--- src/rtl/rbpd_pkg.sv ---
`timescale 1ns / 1ps
// ----------------------------------------------------------------------------
// rbpd_pkg
// Shared types and constants for the redundant byte page decoder.
// ----------------------------------------------------------------------------
package rbpd_pkg;

    localparam int BYTES_PER_WORD = 8;
    localparam int REC_WORDS_MAX  = 3;                   // reach of the 2-bit word count
    localparam int REC_BYTES      = BYTES_PER_WORD * REC_WORDS_MAX;
    localparam int HDR_COUNT_END  = 4;                   // bytes 0..3: record count
    localparam int HDR_END        = 8;                   // bytes 4..7: skipped

    localparam logic [7:0] SKIP_FORMAT = 8'h02;

    typedef logic [REC_BYTES-1:0] t_pos_mask;

    typedef struct packed {
        logic [63:0] word_zero;
        logic [63:0] word_one;
        logic [63:0] word_two;
        logic        last_in_page;
        logic        overrun;
    } t_result;

endpackage

--- src/rtl/rbpd_if.sv ---
`timescale 1ns / 1ps
// ----------------------------------------------------------------------------
// rbpd_page_if / rbpd_rec_if
// Valid/ready channels for page bytes in and rebuilt records out.
// ----------------------------------------------------------------------------
interface rbpd_page_if;
    logic       valid;
    logic       ready;
    logic [7:0] page_byte;
    logic       page_start;

    modport source (output valid, output page_byte, output page_start, input ready);
    modport sink   (input valid, input page_byte, input page_start, output ready);
endinterface

interface rbpd_rec_if;
    logic        valid;
    logic        ready;
    logic [63:0] word_zero;
    logic [63:0] word_one;
    logic [63:0] word_two;
    logic        last_in_page;
    logic        overrun;

    modport source (output valid, output word_zero, output word_one, output word_two,
                    output last_in_page, output overrun, input ready);
    modport sink   (input valid, input word_zero, input word_one, input word_two,
                    input last_in_page, input overrun, output ready);
endinterface

--- src/rtl/rbpd_core.sv ---
`timescale 1ns / 1ps
// ----------------------------------------------------------------------------
// rbpd_core
// Page parse state and record assembly; one byte per step.
// ----------------------------------------------------------------------------
module rbpd_core
    import rbpd_pkg::*;
#(
    parameter int PAGE_BYTES       = 4096,
    parameter int MAX_RECORD_WORDS = 3
) (
    input  logic       i_clk,
    input  logic       i_rst_n,
    input  logic       i_step,
    input  logic [7:0] i_byte,
    input  logic       i_start,
    input  logic [1:0] i_record_words,
    output logic       o_has_res,
    output t_result    o_res
);

    localparam int OffW = $clog2(PAGE_BYTES);
    localparam int MaxW = (MAX_RECORD_WORDS < REC_WORDS_MAX) ? MAX_RECORD_WORDS
                                                             : REC_WORDS_MAX;

    logic [OffW-1:0] r_off, n_off;
    logic [31:0]     r_total, n_total;
    logic [31:0]     r_emitted, n_emitted;
    t_pos_mask       r_mask, n_mask;
    t_pos_mask       r_shared_left, n_shared_left;
    t_pos_mask       r_uniq_left, n_uniq_left;
    logic [1:0]      r_pw, n_pw;
    logic            r_skipped, n_skipped;
    logic [7:0]      r_asm [REC_BYTES];
    logic [7:0]      n_asm [REC_BYTES];

    logic [OffW-1:0] off;
    logic            last_byte;
    logic [1:0]      mask_idx;
    t_pos_mask       len_mask;
    t_pos_mask       mask_new;
    t_pos_mask       uniq_full;
    t_pos_mask       sel;
    t_pos_mask       uniq_rem;
    logic            done;
    logic            fin;
    logic [63:0]     words [REC_WORDS_MAX];

    function automatic t_pos_mask f_len_mask(input logic [1:0] pw);
        t_pos_mask m;
        m = '0;
        for (int k = 0; k < REC_BYTES; k++) begin
            if (k < BYTES_PER_WORD * int'(pw)) m[k] = 1'b1;
        end
        return m;
    endfunction

    function automatic logic [1:0] f_clamp(input logic [1:0] rw);
        logic [1:0] w;
        if (rw == 2'd0) begin
            w = 2'd1;
        end else if (int'(rw) > MaxW) begin
            w = 2'(MaxW);
        end else begin
            w = rw;
        end
        return w;
    endfunction

    always_comb begin
        off       = i_start ? '0 : r_off;
        last_byte = (off == OffW'(PAGE_BYTES - 1));
        mask_idx  = 2'(off - OffW'(HDR_END));
        len_mask  = f_len_mask(r_pw);
        uniq_full = ~r_mask & len_mask;
        mask_new  = r_mask | (t_pos_mask'(i_byte) << {mask_idx, 3'b000});
        sel       = '0;
        uniq_rem  = '0;
        done      = 1'b0;
        fin       = 1'b0;

        n_total       = r_total;
        n_emitted     = r_emitted;
        n_mask        = r_mask;
        n_shared_left = r_shared_left;
        n_uniq_left   = r_uniq_left;
        n_pw          = r_pw;
        n_skipped     = r_skipped;
        o_has_res     = 1'b0;
        o_res         = '0;

        if (off == '0) begin
            n_total       = {24'd0, i_byte};
            n_emitted     = '0;
            n_mask        = '0;
            n_shared_left = '0;
            n_uniq_left   = '0;
            n_skipped     = (i_byte == SKIP_FORMAT);
            n_pw          = f_clamp(i_record_words);
        end else if (!r_skipped) begin
            if (off < OffW'(HDR_COUNT_END)) begin
                n_total = r_total | ({24'd0, i_byte} << {off[1:0], 3'b000});
            end else if (off < OffW'(HDR_END)) begin
                n_total = r_total;
            end else if (off < OffW'(HDR_END) + OffW'(r_pw)) begin
                n_mask = mask_new;
                if (off == OffW'(HDR_END) + OffW'(r_pw) - OffW'(1)) begin
                    n_shared_left = mask_new & len_mask;
                    n_uniq_left   = ~mask_new & len_mask;
                end
            end else if (r_shared_left != '0) begin
                // shared values arrive in position order: fill lowest open slot
                sel           = r_shared_left & (~r_shared_left + t_pos_mask'(1));
                n_shared_left = r_shared_left & ~sel;
            end else if (r_emitted < r_total) begin
                if (uniq_full == '0) begin
                    done = 1'b1;
                end else begin
                    sel      = r_uniq_left & (~r_uniq_left + t_pos_mask'(1));
                    uniq_rem = r_uniq_left & ~sel;
                    if (uniq_rem == '0) begin
                        done        = 1'b1;
                        n_uniq_left = uniq_full;
                    end else begin
                        n_uniq_left = uniq_rem;
                    end
                end
                if (done) begin
                    n_emitted = r_emitted + 32'd1;
                    fin       = (n_emitted == r_total);
                    o_has_res = 1'b1;
                end else if (last_byte) begin
                    o_has_res = 1'b1;
                end
            end
        end

        for (int k = 0; k < REC_BYTES; k++) begin
            n_asm[k] = sel[k] ? i_byte : r_asm[k];
        end

        for (int w = 0; w < REC_WORDS_MAX; w++) begin
            words[w] = '0;
            for (int j = 0; j < BYTES_PER_WORD; j++) begin
                words[w][8*j +: 8] = n_asm[w*BYTES_PER_WORD + j];
            end
            if (!done || w >= int'(r_pw)) words[w] = '0;
        end

        if (o_has_res) begin
            o_res.word_zero    = words[0];
            o_res.word_one     = words[1];
            o_res.word_two     = words[2];
            o_res.last_in_page = fin || last_byte;
            o_res.overrun      = !fin && last_byte;
        end

        n_off = last_byte ? '0 : off + OffW'(1);
    end

    always_ff @(posedge i_clk) begin
        if (!i_rst_n) begin
            r_off         <= '0;
            r_total       <= '0;
            r_emitted     <= '0;
            r_mask        <= '0;
            r_shared_left <= '0;
            r_uniq_left   <= '0;
            r_pw          <= 2'd1;
            r_skipped     <= 1'b0;
        end else if (i_step) begin
            r_off         <= n_off;
            r_total       <= n_total;
            r_emitted     <= n_emitted;
            r_mask        <= n_mask;
            r_shared_left <= n_shared_left;
            r_uniq_left   <= n_uniq_left;
            r_pw          <= n_pw;
            r_skipped     <= n_skipped;
        end
    end

    always_ff @(posedge i_clk) begin
        if (i_step) begin
            for (int k = 0; k < REC_BYTES; k++) begin
                r_asm[k] <= n_asm[k];
            end
        end
    end

endmodule

--- src/rtl/redundant_byte_page_decoder.sv ---
`timescale 1ns / 1ps
// ----------------------------------------------------------------------------
// redundant_byte_page_decoder
// Rebuilds records of a leaf page with shared bytes from a byte stream.
// ----------------------------------------------------------------------------
// Takes one page byte per clock, except when a new result meets a record
// still held in the output register. A beat is captured in an input
// register; when it is processed it is parsed and merged into the record
// buffer, and a finished record is loaded into the output register in the same cycle. The output
// register frees the input side while a record waits to be taken; the input
// stalls only when a byte would produce a record or an overrun result while
// the previous one is still held. The word count is sampled on the first byte of each page.
// Pages whose first byte is 0x02 produce no output.
module redundant_byte_page_decoder
    import rbpd_pkg::*;
#(
    parameter int PAGE_BYTES       = 4096,
    parameter int MAX_RECORD_WORDS = 3
) (
    input  logic       i_clk,
    input  logic       i_rst_n,
    input  logic       i_cfg_wr_en,
    input  logic [1:0] i_cfg_wr_data,
    rbpd_page_if.sink  i_page,
    rbpd_rec_if.source o_rec
);

    logic [1:0] r_rw;
    logic       r_in_vld;
    logic [7:0] r_in_byte;
    logic       r_in_start;
    logic       r_out_vld;
    t_result    r_out;

    logic       proc_fire;
    logic       has_res;
    t_result    res;

    rbpd_core #(
        .PAGE_BYTES       (PAGE_BYTES),
        .MAX_RECORD_WORDS (MAX_RECORD_WORDS)
    ) u_core (
        .i_clk          (i_clk),
        .i_rst_n        (i_rst_n),
        .i_step         (proc_fire),
        .i_byte         (r_in_byte),
        .i_start        (r_in_start),
        .i_record_words (r_rw),
        .o_has_res      (has_res),
        .o_res          (res)
    );

    assign proc_fire    = r_in_vld && (!has_res || !r_out_vld || o_rec.ready);
    assign i_page.ready = !r_in_vld || proc_fire;

    always_ff @(posedge i_clk) begin
        if (!i_rst_n) begin
            r_rw <= 2'd1;
        end else if (i_cfg_wr_en) begin
            r_rw <= i_cfg_wr_data;
        end
    end

    always_ff @(posedge i_clk) begin
        if (!i_rst_n) begin
            r_in_vld <= 1'b0;
        end else if (i_page.ready) begin
            r_in_vld <= i_page.valid;
        end
    end

    always_ff @(posedge i_clk) begin
        if (i_page.ready && i_page.valid) begin
            r_in_byte  <= i_page.page_byte;
            r_in_start <= i_page.page_start;
        end
    end

    always_ff @(posedge i_clk) begin
        if (!i_rst_n) begin
            r_out_vld <= 1'b0;
        end else if (proc_fire && has_res) begin
            r_out_vld <= 1'b1;
        end else if (o_rec.ready) begin
            r_out_vld <= 1'b0;
        end
    end

    always_ff @(posedge i_clk) begin
        if (proc_fire && has_res) begin
            r_out <= res;
        end
    end

    assign o_rec.valid        = r_out_vld;
    assign o_rec.word_zero    = r_out.word_zero;
    assign o_rec.word_one     = r_out.word_one;
    assign o_rec.word_two     = r_out.word_two;
    assign o_rec.last_in_page = r_out.last_in_page;
    assign o_rec.overrun      = r_out.overrun;

endmodule
--- src/flat_wrapper.sv ---
// flat-port wrapper written by rule: the top's interface ports become plain ports
module redundant_byte_page_decoder_flat import rbpd_pkg::*;
#(
    parameter int PAGE_BYTES       = 4096,
    parameter int MAX_RECORD_WORDS = 3
)
  (i_clk, i_rst_n, i_cfg_wr_en, i_cfg_wr_data, i_page_valid, i_page_page_byte, i_page_page_start, i_page_ready, o_rec_valid, o_rec_word_zero, o_rec_word_one, o_rec_word_two, o_rec_last_in_page, o_rec_overrun, o_rec_ready);
  rbpd_page_if i_page_i ();
  rbpd_rec_if o_rec_i ();
  input  logic i_clk;
  input  logic i_rst_n;
  input  logic i_cfg_wr_en;
  input  logic [1:0] i_cfg_wr_data;
  input wire logic [$bits(i_page_i.valid)-1:0] i_page_valid;
  input wire logic [$bits(i_page_i.page_byte)-1:0] i_page_page_byte;
  input wire logic [$bits(i_page_i.page_start)-1:0] i_page_page_start;
  output wire logic [$bits(i_page_i.ready)-1:0] i_page_ready;
  output wire logic [$bits(o_rec_i.valid)-1:0] o_rec_valid;
  output wire logic [$bits(o_rec_i.word_zero)-1:0] o_rec_word_zero;
  output wire logic [$bits(o_rec_i.word_one)-1:0] o_rec_word_one;
  output wire logic [$bits(o_rec_i.word_two)-1:0] o_rec_word_two;
  output wire logic [$bits(o_rec_i.last_in_page)-1:0] o_rec_last_in_page;
  output wire logic [$bits(o_rec_i.overrun)-1:0] o_rec_overrun;
  input wire logic [$bits(o_rec_i.ready)-1:0] o_rec_ready;
  assign i_page_i.valid = i_page_valid;
  assign i_page_i.page_byte = i_page_page_byte;
  assign i_page_i.page_start = i_page_page_start;
  assign i_page_ready = i_page_i.ready;
  assign o_rec_valid = o_rec_i.valid;
  assign o_rec_word_zero = o_rec_i.word_zero;
  assign o_rec_word_one = o_rec_i.word_one;
  assign o_rec_word_two = o_rec_i.word_two;
  assign o_rec_last_in_page = o_rec_i.last_in_page;
  assign o_rec_overrun = o_rec_i.overrun;
  assign o_rec_i.ready = o_rec_ready;
  redundant_byte_page_decoder #(.PAGE_BYTES(PAGE_BYTES), .MAX_RECORD_WORDS(MAX_RECORD_WORDS)) u_core (.i_clk(i_clk), .i_rst_n(i_rst_n), .i_cfg_wr_en(i_cfg_wr_en), .i_cfg_wr_data(i_cfg_wr_data), .i_page(i_page_i), .o_rec(o_rec_i));
endmodule
--- config.mk ---
export PLATFORM = sky130hd
export DESIGN_NAME = redundant_byte_page_decoder_flat
export DESIGN_NICKNAME = d
export VERILOG_FILES = /design/src/rtl/rbpd_pkg.sv /design/src/rtl/rbpd_if.sv /design/src/rtl/rbpd_core.sv /design/src/rtl/redundant_byte_page_decoder.sv /design/src/flat_wrapper.sv
export SDC_FILE = /design/constraint.sdc
export NUM_CORES = 1
export LEC_CHECK = 0
export BUFFER_PORTS_ARGS = -buffer_cell sky130_fd_sc_hd__buf_2
export CAP_MARGIN = 40
export CORE_UTILIZATION = 54
export DETAILED_ROUTE_END_ITERATION = 16
export PLACE_DENSITY_LB_ADDON = 0.15
export SLEW_MARGIN = 20
export SYNTH_ARGS = -nofsm -noshare
export SYNTH_HDL_FRONTEND = slang
export SYNTH_SLANG_ARGS = --single-unit
--- constraint.sdc ---
create_clock -name i_clk -period 12.65 [get_ports i_clk]
set_clock_uncertainty 0.05 [all_clocks]
set_input_delay 2.53 -clock i_clk [delete_from_list [all_inputs] [get_ports i_clk]]
set_output_delay 2.53 -clock i_clk [all_outputs]
set_load 0.1 [all_outputs]
### Yosys cells after proc, flatten, opt, wreduce, memory -nomap -nowiden

Memory sizes are Yosys's and may differ from the RTL's.
Index checks and enable logic that the tools add are counted.
W data, S select, Z words.

* muxes and demuxes: 129
* shift-type cells: 2
* reductions and logical operators: 37
* add/sub/neg operators: 7
* order comparisons: 31
* bitwise logic cells: 16
* eq/ne operators: 12

Operators with widths (count)
* $mux W24: 30
* $mux W32: 11
* $mux W8: 24
* $and A24 B24 Y24: 7
* $not A24 Y24: 6
* $mux W1: 61
* $add A24 B1 Y24 const B: 2
* $logic_not A24 Y1: 2
* $lt A4 B5 Y1 const A: 8
* $lt A5 B5 Y1 const A: 8
* $add A32 B1 Y32 const B: 1
* $eq A32 B32 Y1: 1
* $lt A32 B32 Y1: 1
* $or A32 B32 Y32: 1
* $shl A8 B5 Y32: 1
* $mux W12: 2
* $or A24 B24 Y24: 1
* $reduce_bool A24 Y1: 1
* $shl A8 B5 Y24: 1
* $lt A3 B5 Y1 const A: 4
* $reduce_and A8 Y1: 2
* $add A12 B1 Y12 const B: 1
* $eq A12 B12 Y1: 1
* $eq A12 B12 Y1 const B: 1
* other kinds (29): 56

* register bits after elaboration: 358
* bits of input ports: 16
* bits in writable memories: 192
* memories kept: 1
* output and inout port bits: 196

Memories
* u_core.u_core.r_asm: words 24, bits a word 8, read ports 24, clocked after memory_dff 0, wr ports 24, RTL line rbpd_core.sv:34 `logic [7:0] r_asm [REC_BYTES];`

### Logic depth before layout (Yosys ltp)

Gate-level depths: netlist of the first run.

* depth after elaboration: 29
* depth in mapped cells: 16
* mapped depth without buffers: 14

### Modules after synthesis

From an unflattened synthesis of the first run, not the netlist that was laid out.

* cell total of the unflattened synthesis: 2286
* area total of the unflattened synthesis: 26367.8 µm²

By module, submodules not included
* rbpd_core: instances 1, area each 20084.3 µm², cells each 2065, sequential area each 8788.4 µm²
* redundant_byte_page_decoder: instances 1, area each 6283.5 µm², cells each 221, sequential area each 6175.9 µm²

### Worst setup path after synthesis of the first run

No wires, ideal clock.

* path kind: input-to-reg
* start point: input port o_rec_ready
* end point: register u_core.r_out, in the netlist u_core.o_rec.last_in_page (enable)
* arrival time: 11.247 ns
* buffers on the path: 1
* path slack: 0.603 ns
* data required time: 11.849 ns
* stages: 5
* setup time: 0.751 ns
* cell sequence: nor2b_1 -> o2111ai_1 -> nand2_1 -> buf_2 -> nor2_1

* cells in the longest elaborated chain, start to end: 3

Ends and longest elaborated chain
* start: declaration: RTL line flat_wrapper.sv:24 `input wire logic [$bits(o_rec_i.ready)-1:0] o_rec_ready;`
* $logic_or A1 B1 Y1: RTL line redundant_byte_page_decoder.sv:53 `assign proc_fire = r_in_vld && (!has_res || !r_out_vld || o_rec.ready);`
* $logic_and A1 B1 Y1: RTL line redundant_byte_page_decoder.sv:53
* $logic_and A1 B1 Y1: RTL line redundant_byte_page_decoder.sv:90 `if (proc_fire && has_res) begin`
* end signal: assignment: RTL line redundant_byte_page_decoder.sv:91 `r_out <= res;`
* end: declaration: RTL line redundant_byte_page_decoder.sv:33 `t_result r_out;`

Every way passes these cells.
A chain may end at the register's enable or synchronous reset.

### Worst setup path after layout of the first run

* start point: register u_core.u_core.r_uniq_left[2]
* end point: output port i_page_ready

* cells in the longest elaborated chain, start to end: 28

Ends and longest elaborated chain
* start: declaration: RTL line rbpd_core.sv:31 `t_pos_mask r_uniq_left, n_uniq_left;`
* start signal: assignment: RTL line rbpd_core.sv:177 `r_uniq_left <= n_uniq_left;`
* $not A24 Y24: RTL line rbpd_core.sv:119 `sel = r_uniq_left & (~r_uniq_left + t_pos_mask'(1));`
* $add A24 B1 Y24: RTL line rbpd_core.sv:119
* $and A24 B24 Y24: RTL line rbpd_core.sv:119
* $not A24 Y24: RTL line rbpd_core.sv:120 `uniq_rem = r_uniq_left & ~sel;`
* $and A24 B24 Y24 *: RTL line rbpd_core.sv:120
* $logic_not A24 Y1 *: RTL line rbpd_core.sv:121 `if (uniq_rem == '0) begin`
* $mux W1 *: RTL line rbpd_core.sv:121
* $mux W1 *: RTL line rbpd_core.sv:116 `if (uniq_full == '0) begin`
* [11 not listed]
* $mux W1 *: RTL line rbpd_core.sv:103 `end else if (off < OffW'(HDR_END)) begin`
* $mux W1 *: RTL line rbpd_core.sv:101 `if (off < OffW'(HDR_COUNT_END)) begin`
* $mux W1 *: RTL line rbpd_core.sv:100 `end else if (!r_skipped) begin`
* $mux W1 *: RTL line rbpd_core.sv:92 `if (off == '0) begin`
* $logic_not A1 Y1 *: RTL line redundant_byte_page_decoder.sv:53
* $logic_or A1 B1 Y1 * (2 in series): RTL line redundant_byte_page_decoder.sv:53
* $logic_and A1 B1 Y1 *: RTL line redundant_byte_page_decoder.sv:53
* $logic_or A1 B1 Y1 *: RTL line redundant_byte_page_decoder.sv:54 `assign i_page.ready = !r_in_vld || proc_fire;`
* end: declaration: RTL line flat_wrapper.sv:17 `output wire logic [$bits(i_page_i.ready)-1:0] i_page_ready;`

Mark *: on every way between the ends. The rest lies on a longest branch, timed or not. The select of a mux whose other input is x is not followed.

==> impl_metrics.json, run 1 <==
{
  "seqPwrFrac_pct": 49.5,
  "fin_setup_tns_ns": 0,
  "io_pins": 212,
  "die_x_um": 220,
  "clk_pin_slew_ns": 0.06,
  "routed_wl_mm": 69.4,
  "diodes": 0,
  "port_buffers": 211,
  "violations": "design-rule violations",
  "antenna_left": 0,
  "min_period_over_period_pct": 55.2,
  "syn_inst": 2212,
  "grt_usage_pct": 28.7,
  "clk_latency_ns": 0.64,
  "tritoncts.num_buffers": 57,
  "layout_commonest_cell": "edfxtp_1",
  "cp-start-kind": "register",
  "netlist_area_sq_mm": 0.0256,
  "cts-resized-gates": 0,
  "slew-limit-headroom_pct": 34.2,
  "highest_layer": "met4",
  "synth_fp_nets": 2268,
  "hold_viol": 0,
  "first_global_vias": 18100,
  "layout_common_cells": "395 x edfxtp_1, 212 x buf_2, 194 x nor2b_1",
  "worstSetupPathType": "register to output port",
  "htree_levels": 2,
  "die_y_um": 220,
  "synth_cell_types": 75,
  "rsz0062_at_grt": "false",
  "cp-end-kind": "output port",
  "ff2ff_path_depth": 15,
  "p_sw_mw": 0.870,
  "nets": 2460,
  "cp_cell_sequence": "or4_1, nor3_4, a21boi_2, or4_4, o41ai_4, nor2_1, or3_1, buf_2",
  "r2r_setup_slack_ns": 6.78,
  "whs_endpoint": "u_core.u_core.r_off[0]$_SDFFE_PN0P_",
  "cts_setup_buffers": 0,
  "max_stage_delay_ns": 0.73,
  "wl_per_cell_um": 22.7,
  "p_int_mw": 3.04,
  "leakagePower_nw": 8.75,
  "clock_path_buffers": 3,
  "hold_start": "u_core.u_core.r_off[0]$_SDFFE_PN0P_",
  "grt_start_max_net_pins": 162,
  "required_ns": 10.07,
  "cts_root_buffer": "clkbuf_16",
  "post-dp-hpwl_mm": 45.4,
  "async_flop_share_pct": 0,
  "via_per_inst": 6.07,
  "rows": 79,
  "cts_tree": "yes",
  "p_sw_share_pct": 22.3,
  "total_power_mw": 3.91,
  "ys_seq_area_share_pct": 58.5,
  "peakVddDrop_v": 0.000115,
  "drive_above_1_share_pct": 23.2,
  "hp-class": "register to register",
  "initial_utilization_pct": 54.8,
  "max_cap_violations": 0,
  "clkPwrFrac_pct": 45.8,
  "power_frac_comb_pct": 4.7,
  "die_area_sq_mm": 0.0482,
  "ys_seq_elements": 550,
  "grt-ovfl-total": 0,
  "synth_enable_flop_cells": 395,
  "fin_crit_ns": 6.98,
  "wl_met3_mm": 5.49,
  "holdPathStages": 2,
  "synth_flop_cell": "edfxtp_1",
  "met1Wirelength_mm": 29.6,
  "slew_viol_final": 0,
  "core_sq_mm": 0.0467,
  "grt_pass1_wl_mm": 106,
  "ys_warn_count": 0,
  "clock_sinks": 550,
  "drtIter0Drc": 1839,
  "arrival_ns": 4.40,
  "rr_endpoint": "u_core.o_rec.word_zero[31]$_SDFFCE_PP0P_",
  "status": "finished, violations left",
  "slowest_stage": "or4_1",
  "firstDrtPassIters": 11,
  "wl_met2_mm": 32.2,
  "finalSetupViolCount": 0,
  "nFillCells": 3788,
  "syn_avg_cell_area_sq_um": 11.6,
  "postCtsHoldBufs": 0,
  "fmax_mhz": 143,
  "area_growth_pct": 15.0,
  "num_vias": 18600,
  "gp_congestion": 0.974,
  "r2r_start": "u_core.r_in_start$_DFFE_PP_",
  "antenna_found_initial": 1,
  "crit_fanout": 10,
  "drc": 2,
  "tightest_slew_ns": 0.987,
  "p_per_area_mw_per_mm2": 133
}
-- registers in the layout (all words and copies together), names as in the netlist, 24 cells and up --
name and count:
u_core.o_rec.word_two 64, u_core.u_core.r_emitted 32, u_core.u_core.r_asm 192, u_core.o_rec.word_zero 64, u_core.u_core.r_uniq_left 24, u_core.u_core.r_mask 24
u_core.u_core.r_total 32, u_core.u_core.r_shared_left 24, u_core.o_rec.word_one 64
-- cell type report --
| cell class | count | area [sq um] | area share [%] |
|---|---|---|---|
| Clock buffer | 79 | 1590 | 5.40 |
| Clock inverter | 28 | 433 | 1.47 |
| Inverter | 54 | 209 | 0.710 |
| Multi-Input combinational cell | 1477 | 9930 | 33.7 |
| Sequential cell | 550 | 15000 | 50.9 |
| Tap cell | 607 | 759 | 2.58 |
| Timing Repair Buffer | 264 | 1540 | 5.23 |
-- power by group through the flow --
stage	Clock (mW)	Sequential [mW]	Combinational, mW
after floorplan	0	1.97	0.111
after global placement	0	1.98	0.168
after detailed placement	0	1.97	0.179
after CTS	1.82	1.94	0.180
after global routing	1.88	1.94	0.195
final	1.79	1.94	0.183
-- Yosys cell counts, types with 7 or more instances --
| library cell | n | area [sq um] |
|---|---|---|
| edfxtp_1 | 395 | 11900 |
| nor2b_1 | 194 | 1210 |
| mux2_2 | 193 | 2170 |
| a21oi_1 | 170 | 851 |
| dfxtp_1 | 155 | 3100 |
| nor2_1 | 150 | 563 |
| clkbuf_1 | 113 | 424 |
| nand2_1 | 107 | 402 |
| o21ai_0 | 97 | 485 |
| inv_1 | 53 | 199 |
| nor3_1 | 47 | 235 |
| nand3_1 | 44 | 220 |
| ha_1 | 40 | 500 |
| nand4_1 | 35 | 219 |
| xnor2_1 | 35 | 307 |
| and3_1 | 33 | 206 |
| o21a_1 | 31 | 233 |
| or3_1 | 29 | 181 |
| and2_1 | 27 | 169 |
| a31oi_1 | 24 | 150 |
| nor4_1 | 22 | 138 |
| or4_1 | 20 | 150 |
| nand2b_1 | 12 | 75.1 |
| xor2_1 | 12 | 105 |
| o211ai_1 | 11 | 82.6 |
| buf_2 | 10 | 50.1 |
| a32oi_1 | 9 | 78.8 |
| and4_1 | 9 | 78.8 |
| a21o_1 | 8 | 60.1 |
| buf_1 | 7 | 26.3 |
| nor3b_1 | 7 | 52.6 |
| o31ai_1 | 7 | 52.6 |
-- stage by stage --
stage	utilization (%)	setup slack, ns	hold slack (ns)	cell area, sq um	instances
after CTS	62.9	5.48	0.412	29300	3049
after global placement	58.2	6.28	0.407	27100	2926
after detailed placement	58.6	6.16	0.403	27300	2942
final	63.1	5.67	0.414	29400	3059
after global routing	63.1	5.55	0.466	29400	3059
after floorplan	-	0.603	0.387	25600	2212
-- per-layer routing --
metal,global-route usage (%),vias up
li1,-,8559
met1,39.1,9217
met2,45.4,676
met3,6.47,128
met4,9.61,0
met5,0,-
-- worst max-delay path by stage --
stage | depth (start not counted) | start | slack (ns) | end
after floorplan | 5 | o_rec_ready | 0.60 | u_core.o_rec.last_in_page$_SDFFCE_PP0P_
after global placement | 5 | o_rec_ready | 6.28 | i_page_ready
after detailed placement | 13 | u_core.r_in_start$_DFFE_PP_ | 6.16 | i_page_ready
final | 8 | u_core.u_core.r_uniq_left[2]$_SDFFE_PN0P_ | 5.67 | i_page_ready
after global routing | 8 | u_core.u_core.r_uniq_left[2]$_SDFFE_PN0P_ | 5.55 | i_page_ready
after CTS | 13 | u_core.r_in_start$_DFFE_PP_ | 5.48 | i_page_ready
-- cells by family (layout without fill, tap and decap cells) --
group,count (synthesis),in the layout,synth area share [%]
simple gates,760,760,16.1
flops,550,550,58.5
compound gates,434,434,10.4
buf+inv,185,425,2.79
mux,196,196,8.61
xor+xnor,47,47,1.61
fa+ha+maj,40,40,1.96
-- critical path: cells and delay by family (launching register included) --
family / cells / cell delay [ns]
AO/OA/AOI/OAI: 2 / 0.68
buffers and inverters: 1 / 0.32
flip-flops: 1 / 0.39
AND/OR/NAND/NOR: 5 / 2.37
Power figures use the tool's default switching activity.
==> inputs of run 2 (changes only) <==
CORE_UTILIZATION = 60   (was 54)
clock period = 6.46 ns   (was 12.65 ns; I/O delays follow)
==> run 2 against run 1 <==
- the run now ends clean
- combinational power up 98%
- final area down 0.40%
- core utilization up 6.6 points
- sequential share of layout area up 0.20 points
- sequential power up 95%
- first-iteration DRC count up 5.5%
- register-to-register slack worse by 5.3 ns
- count of clock-buffer cells in the layout down 3
- critical path depth unchanged
- flip-flop and latch count unchanged
- total power up 92%
- critical endpoint unchanged
- largest power group unchanged
==> impl_metrics.json, run 2 (synthesis results as in run 1) <==
{
  "status": "complete, no violations",
  "fin_setup_tns_ns": 0,
  "die_y_um": 208,
  "rsz0062_at_grt": "false",
  "r2r_setup_slack_ns": 1.48,
  "tritoncts.num_buffers": 56,
  "htree_levels": 2,
  "multi_input_area_sq_mm": 0.00993,
  "p_per_area_mw_per_mm2": 255,
  "io_pins": 212,
  "hp-class": "register to register",
  "slowest_stage": "or4_1",
  "whs_endpoint": "u_core.u_core.r_off[0]$_SDFFE_PN0P_",
  "regArea_sq_mm": 0.0150,
  "tightest_slew_ns": 0.834,
  "grt_usage_pct": 31.1,
  "cp-end-kind": "output port",
  "cp-start-kind": "register",
  "ff2ff_path_depth": 10,
  "crit_fanout": 10,
  "drtIter0Drc": 1940,
  "area_growth_pct": 14.6,
  "r2r_start": "u_core.u_core.r_uniq_left[2]$_SDFFE_PN0P_",
  "antenna_left": 0,
  "core_sq_mm": 0.0420,
  "initial_utilization_pct": 60.8,
  "slew_viol_final": 0,
  "leakagePower_nw": 8.74,
  "clock_sinks": 550,
  "worstSetupPathType": "register to output port",
  "slew-limit-headroom_pct": 44.2,
  "hold_start": "u_core.u_core.r_off[0]$_SDFFE_PN0P_",
  "max_stage_delay_ns": 0.73,
  "arrival_ns": 4.35,
  "fin_ws_ns": 0.767,
  "via_per_inst": 6.32,
  "hold_viol": 0,
  "rr_endpoint": "u_core.u_core.r_asm[2][13]$_DFFE_PP_",
  "grt-ovfl-total": 0,
  "port_buffers": 211,
  "max_cap_violations": 0,
  "min_period_over_period_pct": 88.1,
  "final_util_pct": 69.7,
  "nets": 2468,
  "holdPathStages": 2,
  "wl_per_cell_um": 22.7,
  "routed_wl_mm": 68.0,
  "required_ns": 5.12,
  "drc": 0,
  "clock_path_buffers": 3,
  "firstDrtPassIters": 6,
  "finalSetupViolCount": 0,
  "nFillCells": 3040,
  "layout_commonest_cell": "edfxtp_1",
  "die_area_sq_mm": 0.0435,
  "fmax_mhz": 176,
  "gp_congestion": 0.946,
  "first_global_vias": 18300,
  "grt_pass1_wl_mm": 105,
  "place_ws_ns": 0.952,
  "largest-register": "u_core.u_core.r_asm",
  "total_power_mw": 7.49,
  "cts_tree": "yes",
  "layout_common_cells": "395 x edfxtp_1, 211 x buf_2, 194 x nor2b_1",
  "cts_setup_buffers": 0,
  "num_vias": 19000,
  "clk_latency_ns": 0.60,
  "drive_above_1_share_pct": 23.5,
  "largest_register_ffs": 192,
  "cp_cell_sequence": "or4_1, nor3_4, a21boi_2, or4_4, o41ai_4, nor2_1, or3_1, buf_2",
  "die_x_um": 208,
  "antenna_found_initial": 1,
  "cts_root_buffer": "clkbuf_16",
  "cts-resized-gates": 0,
  "post-dp-hpwl_mm": 43.8,
  "clk_pin_slew_ns": 0.06,
  "postCtsHoldBufs": 0,
  "grt_start_max_net_pins": 65,
  "peakVddDrop_v": 0.000239,
  "fin_crit_ns": 5.69,
  "rows": 75
}
[run 2: area by class of cell]
class	instances	share of cell area, %
Antenna cell	1	0.00854
Clock buffer	76	5.31
Clock inverter	28	1.18
Inverter	54	0.709
Multi-Input combinational cell	1477	33.9
Sequential cell	550	51.1
Tap cell	539	2.30
Timing Repair Buffer	273	5.55
[run 2: through the flow]
step                hold slack [ns]  instances  instance area (sq um)
finish                        0.426       2998                  29300
global route                  0.458       2997                  29300
CTS                           0.427       2990                  29200
detailed placement            0.417       2886                  27300
global placement              0.403       2875                  27200
floorplan                     0.387       2212                  25600
[run 2: metal layers]
metal | track usage (%) | vias to the layer above | wire (um)
met3 | 5.34 | 132 | 5460
li1 | - | 8584 | -
met2 | 48.2 | 906 | 31400
met4 | 9.40 | 0 | 1720
met1 | 44.9 | 9339 | 29400
met5 | 0 | - | 0
[run 2: how the worst max path moves through the flow]
stage | from | to | slack (ns) | depth (start not counted)
2_1_floorplan | u_core.u_core.r_uniq_left[2]$_SDFFE_PN0P_ | u_core.u_core.r_asm[0][0]$_DFFE_PP_ | 0.10 | 10
3_3_place_gp | u_core.u_core.r_uniq_left[2]$_SDFFE_PN0P_ | u_core.u_core.r_asm[2][27]$_DFFE_PP_ | 1.15 | 9
3_5_place_dp | u_core.u_core.r_uniq_left[2]$_SDFFE_PN0P_ | u_core.u_core.r_asm[2][28]$_DFFE_PP_ | 0.95 | 9
4_1_cts | u_core.u_core.r_uniq_left[2]$_SDFFE_PN0P_ | i_page_ready | 0.78 | 8
5_1_grt | u_core.u_core.r_uniq_left[2]$_SDFFE_PN0P_ | i_page_ready | 0.65 | 8
6_report | u_core.u_core.r_uniq_left[2]$_SDFFE_PN0P_ | i_page_ready | 0.77 | 8
[run 2: report_power, final]
part | internal [mW] | leakage, nW | switching (mW)
logic | 0.0901 | 3.95 | 0.272
clock network | 1.97 | 0.930 | 1.37
registers | 3.76 | 3.86 | 0.0191
[run 2: critical path, delay by kind of cell (launching register included)]
family                 cells  cell delay, ns
AND/OR/NAND/NOR            5            2.38
flip-flops                 1            0.39
AO/OA/AOI/OAI              2            0.65
buffers and inverters      1            0.33
